===== config.mk =====
export PLATFORM = sky130hd
export DESIGN_NAME = token_scanner_unit_flat
export DESIGN_NICKNAME = d
export VERILOG_FILES = /design/src/rtl/core/tscan_pkg.sv /design/src/rtl/core/tscan_in_if.sv /design/src/rtl/core/tscan_out_if.sv /design/src/rtl/core/tscan_front.sv /design/src/rtl/core/tscan_queue.sv /design/src/rtl/core/tscan_back.sv /design/src/rtl/core/token_scanner_unit.sv /design/src/flat_wrapper.sv
export SDC_FILE = /design/constraint.sdc
export NUM_CORES = 1
export LEC_CHECK = 0
export ABC_AREA = 1
export BUFFER_PORTS_ARGS = -buffer_cell sky130_fd_sc_hd__buf_2
export CORE_UTILIZATION = 57
export DETAILED_ROUTE_END_ITERATION = 7
export PLACE_DENSITY_LB_ADDON = 0.08
export SETUP_SLACK_MARGIN = 0.15
export SLEW_MARGIN = 20
export SYNTH_ARGS = -nofsm -noshare
export SYNTH_HDL_FRONTEND = slang
export SYNTH_SLANG_ARGS = --single-unit

===== constraint.sdc =====
create_clock -name clk_i -period 6.74 [get_ports clk_i]
set_input_delay 1.348 -clock clk_i [delete_from_list [all_inputs] [get_ports clk_i]]
set_output_delay 1.348 -clock clk_i [all_outputs]
set_load 0.005 [all_outputs]

===== src/rtl/core/tscan_pkg.sv =====
// tscan_pkg: types, token codes and character tables of the token scanner.
// Used by every file in rtl/core; depends on nothing.
`timescale 1ns / 1ps

package tscan_pkg;

  localparam int unsigned MAX_LEXEME  = 64;
  localparam int unsigned MAX_COLUMNS = 1024;

  localparam int unsigned CH_W       = 8;
  localparam int unsigned CODE_W     = 5;
  localparam int unsigned LEN_W      = $clog2(MAX_LEXEME + 1);
  localparam int unsigned COL_W      = $clog2(MAX_COLUMNS);
  localparam int unsigned MAX_TOKENS = 3;
  localparam int unsigned CNT_W      = 2;
  localparam int unsigned NUM_KEYS   = 5;
  localparam int unsigned KEY_MAX    = 6;
  localparam int unsigned QUEUE_DEPTH = 2;

  // token codes
  localparam logic [CODE_W-1:0] CODE_UNKNOWN  = 5'd0;
  localparam logic [CODE_W-1:0] CODE_IDENT    = 5'd1;
  localparam logic [CODE_W-1:0] CODE_CONST    = 5'd2;
  localparam logic [CODE_W-1:0] CODE_ADD      = 5'd3;
  localparam logic [CODE_W-1:0] CODE_SUB      = 5'd4;
  localparam logic [CODE_W-1:0] CODE_MUL      = 5'd5;
  localparam logic [CODE_W-1:0] CODE_DIV      = 5'd6;
  localparam logic [CODE_W-1:0] CODE_LPAREN   = 5'd7;
  localparam logic [CODE_W-1:0] CODE_RPAREN   = 5'd8;
  localparam logic [CODE_W-1:0] CODE_LBRACKET = 5'd9;
  localparam logic [CODE_W-1:0] CODE_RBRACKET = 5'd10;
  localparam logic [CODE_W-1:0] CODE_LBRACE   = 5'd11;
  localparam logic [CODE_W-1:0] CODE_RBRACE   = 5'd12;
  localparam logic [CODE_W-1:0] CODE_SEMI     = 5'd13;
  localparam logic [CODE_W-1:0] CODE_COMMA    = 5'd14;
  localparam logic [CODE_W-1:0] CODE_DOT      = 5'd15;
  localparam logic [CODE_W-1:0] CODE_KEY_MAIN = 5'd16;

  // keywords: main int string public cout
  localparam logic [2:0] KEY_LEN [NUM_KEYS] = '{3'd4, 3'd3, 3'd6, 3'd6, 3'd4};
  localparam logic [CH_W-1:0] KEY_TEXT [NUM_KEYS][KEY_MAX] = '{
    '{"m", "a", "i", "n", 8'h00, 8'h00},
    '{"i", "n", "t", 8'h00, 8'h00, 8'h00},
    '{"s", "t", "r", "i", "n", "g"},
    '{"p", "u", "b", "l", "i", "c"},
    '{"c", "o", "u", "t", 8'h00, 8'h00}
  };

  typedef struct packed {
    logic [CODE_W-1:0] code;
    logic [LEN_W-1:0]  length;
    logic [COL_W-1:0]  column;
  } token_t;

  // all tokens caused by one item, in order; count is never zero in the queue
  typedef struct packed {
    token_t [MAX_TOKENS-1:0] tok;
    logic   [CNT_W-1:0]      count;
  } group_t;

  // per-keyword flag: keyword k has character c at position pos
  function automatic logic [NUM_KEYS-1:0] key_match(logic [2:0] pos, logic pos_short,
                                                   logic [CH_W-1:0] c);
    logic [NUM_KEYS-1:0] m;
    m = '0;
    for (int k = 0; k < NUM_KEYS; k++) begin
      m[k] = pos_short && (pos < KEY_LEN[k]) && (pos < 3'(KEY_MAX)) &&
             (KEY_TEXT[k][pos] == c);
    end
    return m;
  endfunction

  function automatic logic [CODE_W-1:0] single_code(logic [CH_W-1:0] c);
    logic [CODE_W-1:0] code;
    case (c)
      "+":     code = CODE_ADD;
      "-":     code = CODE_SUB;
      "*":     code = CODE_MUL;
      "/":     code = CODE_DIV;
      "(":     code = CODE_LPAREN;
      ")":     code = CODE_RPAREN;
      "[":     code = CODE_LBRACKET;
      "]":     code = CODE_RBRACKET;
      "{":     code = CODE_LBRACE;
      "}":     code = CODE_RBRACE;
      ";":     code = CODE_SEMI;
      ",":     code = CODE_COMMA;
      ".":     code = CODE_DOT;
      default: code = CODE_UNKNOWN;
    endcase
    return code;
  endfunction

endpackage


===== src/rtl/core/tscan_in_if.sv =====
// tscan_in_if: character channel (valid/ready plus one character item).
// Depends on tscan_pkg for field widths.
`timescale 1ns / 1ps

interface tscan_in_if;
  logic                      valid;
  logic                      ready;
  logic [tscan_pkg::CH_W-1:0] ch;
  logic                      end_of_line;

  modport source (output valid, output ch, output end_of_line, input ready);
  modport sink   (input valid, input ch, input end_of_line, output ready);
endinterface


===== src/rtl/core/tscan_out_if.sv =====
// tscan_out_if: token channel (valid/ready plus one token item).
// Depends on tscan_pkg for field widths.
`timescale 1ns / 1ps

interface tscan_out_if;
  logic                        valid;
  logic                        ready;
  logic [tscan_pkg::CODE_W-1:0] token_code;
  logic [tscan_pkg::LEN_W-1:0]  token_length;
  logic [tscan_pkg::COL_W-1:0]  start_column;
  logic                        last;

  modport source (output valid, output token_code, output token_length,
                  output start_column, output last, input ready);
  modport sink   (input valid, input token_code, input token_length,
                  input start_column, input last, output ready);
endinterface


===== src/rtl/core/tscan_front.sv =====
// tscan_front: scanner state machine; classifies each character item and
// builds the group of tokens it completes. Depends on tscan_pkg, tscan_in_if.
`timescale 1ns / 1ps

module tscan_front (
  input  logic              clk_i,
  input  logic              rst_ni,
  tscan_in_if.sink          in_i,
  input  logic              space_i,
  output logic              push_o,
  output tscan_pkg::group_t group_o
);
  import tscan_pkg::*;

  localparam int unsigned LW = $clog2(MAX_LEXEME + 1);
  localparam int unsigned CW = $clog2(MAX_COLUMNS);

  typedef enum logic [2:0] {
    MODE_IDLE  = 3'b001,
    MODE_IDENT = 3'b010,
    MODE_CONST = 3'b100
  } scan_mode_e;

  scan_mode_e          mode_q, mode_d;
  logic [NUM_KEYS-1:0] hits_q, hits_d;
  logic [LW-1:0]       len_q, len_d;
  logic [CW-1:0]       start_q, start_d;
  logic [CW-1:0]       col_q, col_d;
  logic                used_q, used_d;
  logic                pend_q, pend_d;
  group_t              grp;
  logic                accept;

  function automatic logic is_lower(logic [CH_W-1:0] c);
    return (c >= "a") && (c <= "z");
  endfunction

  function automatic logic is_digit(logic [CH_W-1:0] c);
    return (c >= "0") && (c <= "9");
  endfunction

  function automatic logic is_space(logic [CH_W-1:0] c);
    return (c == 8'd32) || ((c >= 8'd9) && (c <= 8'd13));
  endfunction

  function automatic logic ident_cont(logic [CH_W-1:0] c);
    return is_lower(c) || ((c >= "A") && (c <= "Z")) || is_digit(c) || (c == "_");
  endfunction

  function automatic logic [LW-1:0] sat_add(logic [LW-1:0] a, logic [1:0] b);
    logic [LW:0] s;
    s = {1'b0, a} + (LW + 1)'(b);
    return (s > (LW + 1)'(MAX_LEXEME)) ? LW'(MAX_LEXEME) : s[LW-1:0];
  endfunction

  // first keyword whose flags survived and whose length matches
  function automatic logic [CODE_W-1:0] ident_code(logic [NUM_KEYS-1:0] hits,
                                                   logic [LW-1:0] len);
    logic [CODE_W-1:0] code;
    code = CODE_IDENT;
    for (int k = NUM_KEYS - 1; k >= 0; k--) begin
      if (hits[k] && (len == LW'(KEY_LEN[k]))) begin
        code = CODE_KEY_MAIN + CODE_W'(k);
      end
    end
    return code;
  endfunction

  assign accept   = in_i.valid && space_i;
  assign in_i.ready = space_i;

  always_comb begin : scan_logic
    logic             consumed;
    logic [CW-1:0]    prev_col;
    logic [CNT_W-1:0] n;
    logic [CH_W-1:0]  c;
    c        = in_i.ch;
    mode_d   = mode_q;
    hits_d   = hits_q;
    len_d    = len_q;
    start_d  = start_q;
    col_d    = col_q;
    used_d   = used_q;
    pend_d   = pend_q;
    consumed = 1'b0;
    n        = '0;
    grp      = '0;
    prev_col = (col_q == '0) ? '0 : col_q - 1'b1;

    unique case (mode_q)
      MODE_IDENT: begin
        if (ident_cont(c)) begin
          hits_d   = hits_q & key_match(len_q[2:0], len_q < LW'(8), c);
          len_d    = sat_add(len_q, 2'd1);
          consumed = 1'b1;
        end else begin
          grp.tok[n] = '{code: ident_code(hits_q, len_q), length: LEN_W'(len_q),
                         column: COL_W'(start_q)};
          n      = n + 1'b1;
          mode_d = MODE_IDLE;
          pend_d = 1'b0;
          used_d = 1'b0;
        end
      end
      MODE_CONST: begin
        if (is_digit(c)) begin
          if (pend_q) begin
            len_d  = sat_add(len_q, 2'd2);
            used_d = 1'b1;
            pend_d = 1'b0;
          end else begin
            len_d = sat_add(len_q, 2'd1);
          end
          consumed = 1'b1;
        end else if ((c == ".") && !used_q && !pend_q) begin
          pend_d   = 1'b1;
          consumed = 1'b1;
        end else begin
          grp.tok[n] = '{code: CODE_CONST, length: LEN_W'(len_q), column: COL_W'(start_q)};
          n = n + 1'b1;
          if (pend_q) begin
            // held point that no digit followed
            grp.tok[n] = '{code: CODE_DOT, length: LEN_W'(1), column: COL_W'(prev_col)};
            n = n + 1'b1;
          end
          mode_d = MODE_IDLE;
          pend_d = 1'b0;
          used_d = 1'b0;
        end
      end
      default: mode_d = MODE_IDLE;
    endcase

    if (!consumed && !is_space(c)) begin
      if (is_lower(c)) begin
        mode_d  = MODE_IDENT;
        start_d = col_q;
        len_d   = LW'(1);
        hits_d  = key_match(3'd0, 1'b1, c);
      end else if (is_digit(c)) begin
        mode_d  = MODE_CONST;
        start_d = col_q;
        len_d   = LW'(1);
        used_d  = 1'b0;
        pend_d  = 1'b0;
      end else begin
        grp.tok[n] = '{code: single_code(c), length: LEN_W'(1), column: COL_W'(col_q)};
        n = n + 1'b1;
      end
    end

    if (in_i.end_of_line) begin
      if (mode_d == MODE_IDENT) begin
        grp.tok[n] = '{code: ident_code(hits_d, len_d), length: LEN_W'(len_d),
                       column: COL_W'(start_d)};
        n = n + 1'b1;
      end else if (mode_d == MODE_CONST) begin
        grp.tok[n] = '{code: CODE_CONST, length: LEN_W'(len_d), column: COL_W'(start_d)};
        n = n + 1'b1;
        if (pend_d) begin
          grp.tok[n] = '{code: CODE_DOT, length: LEN_W'(1), column: COL_W'(col_q)};
          n = n + 1'b1;
        end
      end
      mode_d = MODE_IDLE;
      pend_d = 1'b0;
      used_d = 1'b0;
      col_d  = '0;
    end else if (col_q < CW'(MAX_COLUMNS - 1)) begin
      col_d = col_q + 1'b1;
    end

    grp.count = n;
  end

  assign push_o  = accept && (grp.count != '0);
  assign group_o = grp;

  always_ff @(posedge clk_i or negedge rst_ni) begin
    if (!rst_ni) begin
      mode_q  <= MODE_IDLE;
      hits_q  <= '1;
      len_q   <= '0;
      start_q <= '0;
      col_q   <= '0;
      used_q  <= 1'b0;
      pend_q  <= 1'b0;
    end else if (accept) begin
      mode_q  <= mode_d;
      hits_q  <= hits_d;
      len_q   <= len_d;
      start_q <= start_d;
      col_q   <= col_d;
      used_q  <= used_d;
      pend_q  <= pend_d;
    end
  end

endmodule


===== src/rtl/core/tscan_queue.sv =====
// tscan_queue: short register FIFO of token groups between front and back.
// Depends on tscan_pkg.
`timescale 1ns / 1ps

module tscan_queue #(
  parameter int unsigned DEPTH = 2
) (
  input  logic              clk_i,
  input  logic              rst_ni,
  input  logic              push_i,
  input  tscan_pkg::group_t data_i,
  input  logic              pop_i,
  output logic              valid_o,
  output logic              space_o,
  output tscan_pkg::group_t head_o
);
  import tscan_pkg::*;

  localparam int unsigned PW = (DEPTH > 1) ? $clog2(DEPTH) : 1;
  localparam int unsigned NW = $clog2(DEPTH + 1);

  group_t        mem_q [DEPTH];
  logic [PW-1:0] wr_q, rd_q;
  logic [NW-1:0] cnt_q;
  logic          do_pop;

  assign valid_o = (cnt_q != '0);
  assign space_o = (cnt_q < NW'(DEPTH));
  assign head_o  = mem_q[rd_q];
  assign do_pop  = pop_i && valid_o;

  always_ff @(posedge clk_i) begin
    if (push_i) begin
      mem_q[wr_q] <= data_i;
    end
  end

  always_ff @(posedge clk_i or negedge rst_ni) begin
    if (!rst_ni) begin
      wr_q  <= '0;
      rd_q  <= '0;
      cnt_q <= '0;
    end else begin
      if (push_i) begin
        wr_q <= (wr_q == PW'(DEPTH - 1)) ? '0 : wr_q + 1'b1;
      end
      if (do_pop) begin
        rd_q <= (rd_q == PW'(DEPTH - 1)) ? '0 : rd_q + 1'b1;
      end
      if (push_i && !do_pop) begin
        cnt_q <= cnt_q + 1'b1;
      end else if (!push_i && do_pop) begin
        cnt_q <= cnt_q - 1'b1;
      end
    end
  end

endmodule


===== src/rtl/core/tscan_back.sv =====
// tscan_back: walks the head group of the queue and hands out one token item
// per cycle while out_o.ready is high. Depends on tscan_pkg, tscan_out_if.
`timescale 1ns / 1ps

module tscan_back (
  input  logic              clk_i,
  input  logic              rst_ni,
  input  logic              valid_i,
  input  tscan_pkg::group_t head_i,
  output logic              pop_o,
  tscan_out_if.source       out_o
);
  import tscan_pkg::*;

  logic [CNT_W-1:0] idx_q, idx_d;
  logic             is_last;
  logic             fire;
  token_t           cur;

  assign cur     = head_i.tok[idx_q];
  assign is_last = (idx_q == head_i.count - 1'b1);
  assign fire    = valid_i && out_o.ready;
  assign pop_o   = fire && is_last;

  assign out_o.valid        = valid_i;
  assign out_o.token_code   = cur.code;
  assign out_o.token_length = cur.length;
  assign out_o.start_column = cur.column;
  assign out_o.last         = is_last;

  always_comb begin
    idx_d = idx_q;
    if (fire) begin
      idx_d = is_last ? '0 : idx_q + 1'b1;
    end
  end

  always_ff @(posedge clk_i or negedge rst_ni) begin
    if (!rst_ni) begin
      idx_q <= '0;
    end else begin
      idx_q <= idx_d;
    end
  end

endmodule


===== src/rtl/core/token_scanner_unit.sv =====
// token_scanner_unit: top level of the streaming token scanner.
// Depends on tscan_pkg, tscan_in_if, tscan_out_if, tscan_front, tscan_queue, tscan_back.
`timescale 1ns / 1ps

// Usage
// - in_i carries one source character per item (ch, end_of_line). out_o carries
//   one token per item (token_code, token_length, start_column, last). Both use
//   valid/ready; an item moves on a rising edge with valid and ready high.
// - A token is completed by the character after it, or by end_of_line on its
//   own last character. One character item completes 0 to 3 tokens; last marks
//   the final token of that group.
// - A group is written to the queue when its character is taken; its first
//   token is valid once older groups leave; then one per cycle while ready.
// - Throughput: one character per cycle while the queue has room. A character
//   that completes k tokens occupies the output for k token items; the front
//   keeps taking characters meanwhile until the two-group queue is full.
// - Receiver stall: groups collect in the queue; in_i.ready drops only when the
//   queue holds two groups, and rises again as soon as one has left.
// - Reset (rst_ni low, asynchronous): scanner goes idle at column 0, queue is
//   emptied, no token is valid. Nothing else needs initializing.
// - MAX_LEXEME (package) sets where token lengths saturate; MAX_COLUMNS sets the
//   column counter range (the column saturates at MAX_COLUMNS-1 on a long line).

module token_scanner_unit (
  input  logic        clk_i,
  input  logic        rst_ni,
  tscan_in_if.sink    in_i,
  tscan_out_if.source out_o
);
  import tscan_pkg::*;

  logic   q_push;
  logic   q_pop;
  logic   q_valid;
  logic   q_space;
  group_t q_in;
  group_t q_head;

  // front: scanner state and token grouping, one character per cycle when queue has room
  tscan_front u_front (
    .clk_i  (clk_i),
    .rst_ni (rst_ni),
    .in_i   (in_i),
    .space_i(q_space),
    .push_o (q_push),
    .group_o(q_in)
  );

  // queue decouples scanning from the output handshake
  tscan_queue #(
    .DEPTH(QUEUE_DEPTH)
  ) u_queue (
    .clk_i  (clk_i),
    .rst_ni (rst_ni),
    .push_i (q_push),
    .data_i (q_in),
    .pop_i  (q_pop),
    .valid_o(q_valid),
    .space_o(q_space),
    .head_o (q_head)
  );

  // back: serializes a group into token items
  tscan_back u_back (
    .clk_i  (clk_i),
    .rst_ni (rst_ni),
    .valid_i(q_valid),
    .head_i (q_head),
    .pop_o  (q_pop),
    .out_o  (out_o)
  );

  // a group is only pushed when the queue has room
  a_push_room: assert property (@(posedge clk_i) disable iff (!rst_ni)
    q_push |-> q_space)
    else $error("token group pushed into a full queue");

  // a queued group always holds at least one token
  a_head_nonempty: assert property (@(posedge clk_i) disable iff (!rst_ni)
    q_valid |-> (q_head.count != '0))
    else $error("empty token group at queue head");

  // the group leaves the queue exactly when its last token is taken
  a_pop_on_last: assert property (@(posedge clk_i) disable iff (!rst_ni)
    q_pop == (out_o.valid && out_o.ready && out_o.last))
    else $error("queue pop out of step with last token");

endmodule


===== src/flat_wrapper.sv =====
// flat-port wrapper written by rule: the top's interface ports become plain ports
module token_scanner_unit_flat import tscan_pkg::*;
  (clk_i, rst_ni, in_i_valid, in_i_ch, in_i_end_of_line, in_i_ready, out_o_valid, out_o_token_code, out_o_token_length, out_o_start_column, out_o_last, out_o_ready);
  tscan_in_if in_i_i ();
  tscan_out_if out_o_i ();
  input  logic clk_i;
  input  logic rst_ni;
  input wire logic [$bits(in_i_i.valid)-1:0] in_i_valid;
  input wire logic [$bits(in_i_i.ch)-1:0] in_i_ch;
  input wire logic [$bits(in_i_i.end_of_line)-1:0] in_i_end_of_line;
  output wire logic [$bits(in_i_i.ready)-1:0] in_i_ready;
  output wire logic [$bits(out_o_i.valid)-1:0] out_o_valid;
  output wire logic [$bits(out_o_i.token_code)-1:0] out_o_token_code;
  output wire logic [$bits(out_o_i.token_length)-1:0] out_o_token_length;
  output wire logic [$bits(out_o_i.start_column)-1:0] out_o_start_column;
  output wire logic [$bits(out_o_i.last)-1:0] out_o_last;
  input wire logic [$bits(out_o_i.ready)-1:0] out_o_ready;
  assign in_i_i.valid = in_i_valid;
  assign in_i_i.ch = in_i_ch;
  assign in_i_i.end_of_line = in_i_end_of_line;
  assign in_i_ready = in_i_i.ready;
  assign out_o_valid = out_o_i.valid;
  assign out_o_token_code = out_o_i.token_code;
  assign out_o_token_length = out_o_i.token_length;
  assign out_o_start_column = out_o_i.start_column;
  assign out_o_last = out_o_i.last;
  assign out_o_i.ready = out_o_ready;
  token_scanner_unit u_core (.clk_i(clk_i), .rst_ni(rst_ni), .in_i(in_i_i), .out_o(out_o_i));
endmodule

### Word level (Yosys, flattened, before mapping)

Memories as Yosys holds them, arrays and structs flattened.
Cells that the tools add are included.

| cells by class | value |
|---|---|
| add/subtract/negate cells | 13 |
| order comparisons | 24 |
| equality and inequality tests | 36 |
| multiplexer cells | 117 |
| bitwise logic cells | 2 |
| reduce and logical (&&, ||, !) cells | 54 |

Operators by type and width:

| cell | count |
|---|---|
| 2-to-1 mux 66 bit | 7 |
| bitwise mux 66 bit | 4 |
| demux 22 bit (select 2 bit) | 3 |
| 2-to-1 mux 22 bit | 6 |
| 2-to-1 mux 5 bit | 19 |
| 2-to-1 mux 43 bit | 2 |
| equality test 8 x 6 -> 1 bit (second input constant) | 10 |
| 2-to-1 mux 8 bit | 10 |
| 2-to-1 mux 10 bit | 6 |
| 2-to-1 mux 7 bit | 8 |
| one-hot mux 4 bit (13 select lines) | 1 |
| binary-select mux 22 bit (select 2 bit) | 1 |
| one-hot mux 22 bit (2 select lines) | 1 |
| equality test 7 x 8 -> 1 bit (first input constant) | 5 |
| equality test 8 x 7 -> 1 bit (second input constant) | 5 |
| equality test 8 bit | 5 |
| logical AND 1 bit | 38 |
| equality test 7 x 3 -> 1 bit (second input constant) | 4 |
| 2-to-1 mux 2 bit | 13 |
| 2-to-1 mux 1 bit | 22 |
| 2-to-1 mux 21 bit | 1 |
| 2-to-1 mux 3 bit | 7 |
| >= comparator 8 x 7 -> 1 bit (second input constant) | 2 |
| > comparator 8 x 7 -> 1 bit (second input constant) | 2 |
| 35 further kinds | 64 |

| storage, ports and cells | value |
|---|---|
| register bits after elaboration | 43 |
| bits in writable memories | 136 |
| bits in read-only memories | 320 |
| input bits | 13 |
| output and inout port bits | 25 |
| word-level logic and storage cells | 263 |
| memories kept | 6 |

Memories:

| memory | words | bits a word | rd ports | clocked after memory_dff | write ports | line | text |
|---|---|---|---|---|---|---|---|
| u_core.u_queue.mem_q | 2 | 68 | 1 | 0 | 1 | tscan_queue.sv:22 | `group_t mem_q [DEPTH];` |
| (no name shown) | 8 | 8 | 1 | 0 | 0 | tscan_pkg.sv:68 | `(KEY_TEXT[k][pos] == c);` |
| (no name shown) | 8 | 8 | 1 | 0 | 0 | tscan_pkg.sv:68 |  |
| (no name shown) | 8 | 8 | 1 | 0 | 0 | tscan_pkg.sv:68 |  |
| (no name shown) | 8 | 8 | 1 | 0 | 0 | tscan_pkg.sv:68 |  |
| (no name shown) | 8 | 8 | 1 | 0 | 0 | tscan_pkg.sv:68 |  |

### Depth between registers and ports, before layout

| depth | value |
|---|---|
| depth after elaboration | 23 |
| depth in mapped cells | 31 |
| mapped depth without buffers | 29 |

### Modules after synthesis

A second synthesis with hierarchy kept.

| unflattened totals | value |
|---|---|
| cell total of the unflattened synthesis | 1584 |
| area, all modules | 12114.1 um2 |

By module, submodules not included:

| module | instances | cells an instance | area an instance (um2) | sequential area each (um2) |
|---|---|---|---|---|
| tscan_front | 1 | 1070 | 6232.2 | 933.4 |
| tscan_queue | 1 | 382 | 5161.2 | 4184.0 |
| tscan_back | 1 | 132 | 720.7 | 50.0 |

### Least setup slack after synthesis

No wires, ideal clock.

| path | value |
|---|---|
| path type | input port to flip-flop |
| from | input in_i_ch[7] |
| to | memory u_core.u_queue.mem_q[1][0] (netlist bit) (enable) |
| library setup time | 0.494 ns |
| arrival time | 7.012 ns |
| data required time | 6.246 ns |
| slack | -0.766 ns |
| stages | 25 |
| buffers on the path | 2 |
| cell sequence | buf_4 > inv_1 > nand2_1 > nor2_2 > nand2_1 > nand2_1 > nand2_1 > nand2_1 > nand4_1 > o21ai_0 > inv_1 > ha_1 > inv_1 > o21ai_2 > inv_2 > ha_1 > clkbuf_1 > inv_1 > nor2_2 > o21ai_0 > nand3_1 > nand2_1 > nand3_1 > nand2_1 > nor2_1 |

| between the ends | value |
|---|---|
| longest elaborated chain between the ends | 21 |
| elaborated cells on any way between the ends | 61 |
| classes of those cells | add/sub: 3; order compare: 8; eq/ne: 5; mux: 30; reduce/logical: 15 |

Ends and longest elaborated chain:

| what | line | text |
|---|---|---|
| from (decl) | flat_wrapper.sv:9 | `input wire logic [$bits(in_i_i.ch)-1:0] in_i_ch;` |
| >= comparator 8 x 7 -> 1 bit (tied with other cells) | tscan_front.sv:35 | `return (c >= "a") && (c <= "z");` |
| logical AND 1 bit, on equally long branches | tscan_front.sv:35, tscan_front.sv:47 |  |
| logical OR 1 bit (3 in series) | tscan_front.sv:47 | `return is_lower(c) \|\| ((c >= "A") && (c <= "Z")) \|\| is_digit(c) \|\| (c == "_");` |
| 2-to-1 mux 1 bit | tscan_front.sv:92 | `if (ident_cont(c)) begin` |
| one-hot mux 2 bit (2 select lines) | tscan_front.sv:90 | `unique case (mode_q)` |
| adder 2 x 1 -> 2 bit | tscan_front.sv:148 | `n = n + 1'b1;` |
| 2-to-1 mux 2 bit | tscan_front.sv:140 | `end else if (is_digit(c)) begin` |
| 2-to-1 mux 2 bit | tscan_front.sv:135 | `if (is_lower(c)) begin` |
| [3 not listed] | -- |  |
| 2-to-1 mux 2 bit | tscan_front.sv:160 | `if (pend_d) begin` |
| 2-to-1 mux 2 bit | tscan_front.sv:157 | `end else if (mode_d == MODE_CONST) begin` |
| 2-to-1 mux 2 bit | tscan_front.sv:153 | `if (mode_d == MODE_IDENT) begin` |
| 2-to-1 mux 2 bit (*) | tscan_front.sv:152 | `if (in_i.end_of_line) begin` |
| nonzero test 2 bit (*) | tscan_front.sv:176 | `assign push_o = accept && (grp.count != '0);` |
| logical AND 1 bit (*) | tscan_front.sv:176 |  |
| 2-to-1 mux 1 bit (*) | tscan_queue.sv:33 | `if (push_i) begin` |
| 2-to-1 mux 1 bit (implied by the code) (*) | tscan_queue.sv:34 | `mem_q[wr_q] <= data_i;` |
| to (decl) | tscan_queue.sv:22 |  |

Every way passes the cells marked *; elsewhere a longest branch is shown, timed or not.

### Worst setup path in the final report

| path | value |
|---|---|
| from | input in_i_ch[7] |
| to | memory u_core.u_queue.mem_q[0][41] (netlist bit) (enable) |

| between the ends | value |
|---|---|
| longest elaborated chain between the ends | 21 |
| elaborated cells on any way between the ends | 61 |
| classes of those cells | add/sub: 3; order compare: 8; eq/ne: 5; mux: 30; reduce/logical: 15 |

Ends and longest elaborated chain:

| what | line | text |
|---|---|---|
| >= comparator 8 x 7 -> 1 bit (tied with other cells) | tscan_front.sv:35 |  |
| logical AND 1 bit, on equally long branches | tscan_front.sv:35, tscan_front.sv:47 |  |
| logical OR 1 bit (3 in series) | tscan_front.sv:47 |  |
| 2-to-1 mux 1 bit | tscan_front.sv:92 |  |
| one-hot mux 2 bit (2 select lines) | tscan_front.sv:90 |  |
| adder 2 x 1 -> 2 bit | tscan_front.sv:148 |  |
| 2-to-1 mux 2 bit | tscan_front.sv:140 |  |
| 2-to-1 mux 2 bit | tscan_front.sv:135 |  |
| [4 not listed] | -- |  |
| 2-to-1 mux 2 bit | tscan_front.sv:157 |  |
| 2-to-1 mux 2 bit | tscan_front.sv:153 |  |
| 2-to-1 mux 2 bit (*) | tscan_front.sv:152 |  |
| nonzero test 2 bit (*) | tscan_front.sv:176 |  |
| logical AND 1 bit (*) | tscan_front.sv:176 |  |
| via u_core.q_push | token_scanner_unit.sv:32 | `logic q_push;` |
| 2-to-1 mux 1 bit (*) | tscan_queue.sv:33 |  |
| 2-to-1 mux 1 bit (implied by the code) (*) | tscan_queue.sv:34 |  |

The timed path passes the listed nets; every way through them passes the cells marked *.

==> impl_results.md <==
- Number of antenna violations at the first check in global routing: 0
- Area share of the largest cell type after synthesis: 35.9%
- Post-route DRC violation count: 0
- Synthesized Nets: 1453
- Average footprint of a synthesized cell: 8.00 um2
- # IOs: 38
- Final worst clock skew: 10.7 ps
- DR iter-0 viols: 1272
- Design area: 12300 um2
- Number of buffers on the longest clock path: 2
- Multiplexer area fraction after synthesis: 0.0881%
- Total Nets Final: 1460
- Predominant post-synthesis flop cell: sky130_fd_sc_hd__edfxtp_1
- Average wire per cell in the routed design: 19.1 um
- Delay of the slowest critical-path stage: 490 ps
- Effective utilization at floorplan: 58.2%
- Total of hold buffers inserted after clock tree synthesis: 0
- Post-route total power: 4140 uW
- Number of antenna-violating nets in the routed design: 0
- Worst path most repeated cell: sky130_fd_sc_hd__nand2_1
- Max_slew headroom: 29.5%
- Power per cell area: 336 nW/um2
- Min-Delay Path Class: reg2reg
- Setup violations, final: 0
- Synthesized instance count: 1420
- Largest fanout on the critical path: 42
- Non-Filler Instances: 1705
- Top delay family on crit path: simple AND/OR/NAND/NOR gates
- Adder-cell share of the synthesized area: 2.20%
- Count of maximum capacitance violations: 0
- Worst Max-Slew Pin Slew: 1060 ps
- Global-route wire length before repair: 49200 um
- Placed cell area: 11700 um2
- Final Core Density: 63.2%
- Final hold viol count: 0
- Slowest cell on the critical path: sky130_fd_sc_hd__nor2_2
- Sum of routed wire length over all layers: 32600 um
- Sequential share of the synthesized area: 45.5%
- Clock slew at the register clock pins of the worst setup and hold paths: 80 ps
- DR vias: 10293
- Setup TNS: 0 ps
- Slew Viols, Final: 0
- Required time of the critical path: 6810 ps
- Most frequently used cell type in the post-synthesis netlist: sky130_fd_sc_hd__nand2_1
- # port buffers: 37
- TritonCTS clock tree: done
- Vias per cell: 6.04
- Clk_lat worst skew: 430 ps
- Number of instances resized during post-cts repair: 0
- H-tree depth reported by CTS: 4
- Cell area after synthesis: 11400 um2
- Largest cells by area after synthesis: sky130_fd_sc_hd__edfxtp_1, sky130_fd_sc_hd__nand2_1, sky130_fd_sc_hd__dfrtp_1, sky130_fd_sc_hd__o21ai_0, sky130_fd_sc_hd__nor2_1
- Final worst path period need: 5720 ps
- Clock root buffer master: sky130_fd_sc_hd__clkbuf_16
- Synth-to-Final Area Change: 8.61%
- EDFF count, synth: 136
- Total half-perimeter wirelength after legalization and detailed placement: 23200 um
- CTS buffer count: 17
- Number of synthesized register bits: 179
- Share of the synthesized netlist area taken by xor and xnor gates: 2.15%
- Placer's final routability congestion estimate: 1.01
- Number of library cell types mapped by synthesis: 62
- Unrepaired setup endpoints after global routing: no
- Maximum clock rate: 175 MHz
- Clock tree sinks: 179
- Post-CTS setup buffer count: 0
- Global-route usage over all layers: 32.0%
- Dominant combinational cell family by area after synthesis: simple AND/OR/NAND/NOR gates
- Horizontal extent of the die: 143 um
- Vias in the first global route: 8826
- Dominant cell type by area after synthesis: sky130_fd_sc_hd__edfxtp_1
- Data arrival time of the critical path: 5790 ps
- Floorplan core area: 19500 um2
- # fillers: 1741
- Number of core rows: 51
- Maximum number of pins on one net before global-route repair: 69
- Number of antenna diodes: 0
- Number of detailed-route iterations in the first pass: 6
- Category of the worst setup path capture point: register
- Commonest cells post-synth: sky130_fd_sc_hd__nand2_1, sky130_fd_sc_hd__nor2_1, sky130_fd_sc_hd__o21ai_0
- Startpoint types: primary input
- Grt total ovfl: 0
- Standby leakage power: 0.00478 uW
- Final Cycle Share: 84.9%
- Die ar.: 20500 um2
- Result of the run: complete, no violations
- Number of warnings printed during yosys synthesis: 0
- Highest ir drop seen on vdd: 170 uV
- Sum of buffers and inverters on the critical path: 9
- Share of async-settable or async-resettable flops after synthesis: 24.0%
- Simple-gate portion of the synthesized area: 25.3%
- Share of the synthesized area in compound gates (AO/OA/AOI/OAI): 17.4%
- Layout cells sized above 1: 10.9%
- Number of cells in the design after placement: 1673
- Critical path start-end classification: in2reg
- Vertical die dimension: 143 um
==> routing by layer <==
metal	vias to the layer above	share of wire, %	track usage (%)
li1	4896	-	-
met1	4835	45	46.7
met2	498	44	48.4
met3	64	8.3	5.84
met4	0	2.3	9.11
met5	-	0	0
==> path summary, 6_finish.rpt <==
kind / end / startpoint / cells after the start / slack [ps]
min in group asynchronous: u_core.u_back.idx_q[0] / rst_ni / 2 / 1000
min reg2reg: u_core.u_front.hits_q[2] / u_core.u_front.hits_q[2] / 2 / 490
max in group asynchronous: u_core.u_front.start_q[9] / rst_ni / 2 / 5270
max: u_core.u_queue.mem_q[0][41] / in_i_ch[7] / 26 / 1020
max reg2reg: u_core.u_queue.mem_q[0][41] / u_core.u_front.mode_q[1] / 21 / 1590
min: u_core.u_front.hits_q[2] / u_core.u_front.hits_q[2] / 2 / 490
==> layout make-up <==
| cell class | count | area, um2 | area share (%) |
|---|---|---|---|
| well taps | 265 | 332 | 2.69 |
| multi-input cells | 1029 | 5370 | 43.5 |
| flip-flops and latches | 179 | 5170 | 41.9 |
| inverters | 150 | 568 | 4.60 |
| repair buffers | 50 | 283 | 2.29 |
| clock buffers | 17 | 425 | 3.45 |
| clock inverters | 15 | 198 | 1.60 |
==> layout by cell type, fill, tap and decap left out, drive strengths merged, types with 2 or more instances in the layout <==
cell type,count
o32ai,24
a32o,5
a31oi,3
inv,151
o22ai,35
ha,20
or2,3
o21bai,4
nand4,21
a21boi,2
o21ai,172
o2111ai,7
a211oi,5
xor2,21
a22oi,4
edfxtp,136
o21a,2
a22o,4
nand3b,2
dfstp,6
buf,50
nor4,8
nor3,29
o221ai,3
o31ai,5
xnor2,6
clkinv,13
nand2,302
dfrtp,37
nand3,79
clkbuf,17
a21oi,51
nor2,205
==> cell families (layout without fill, tap and decap cells) <==
family	count (synthesis)	count (layout)
fa+ha+maj	20	20
mux	1	1
xor+xnor	27	27
buf+inv	212	232
flops	179	179
simple gates	651	651
compound gates	330	330
==> state kept, by name (all words and copies together) (netlist names) <==
signal                  count
u_core.u_queue.rd_q         1
u_core.u_front.pend_q       1
u_core.u_front.used_q       1
u_core.u_queue.mem_q      136
u_core.u_front.start_q     10
u_core.u_front.col_q       10
u_core.u_front.len_q        7
u_core.u_queue.cnt_q        2
u_core.u_queue.wr_q         1
u_core.u_front.mode_q       3
u_core.u_front.hits_q       5
u_core.u_back.idx_q         2
==> through the flow <==
step	worst slack (ps)	hold slack [ps]
global route	665	497
finish	1020	489
detailed placement	590	469
floorplan	373	446
global placement	786	463
CTS	1060	480
==> worst min-delay path, cell delays in order (launching register included) <==
cell and delay, ps:
sky130_fd_sc_hd__dfstp_2 390, sky130_fd_sc_hd__nand2_1 60, sky130_fd_sc_hd__nand2_1 50
==> power breakdown <==
group          leakage, uW  internal, uW  switching, uW
clock             0.000298           514            516
combinational      0.00265           507           1100
sequential         0.00183          1410           99.4
total              0.00478          2430           1710
Note: power is estimated with default switching activity, not from simulation.
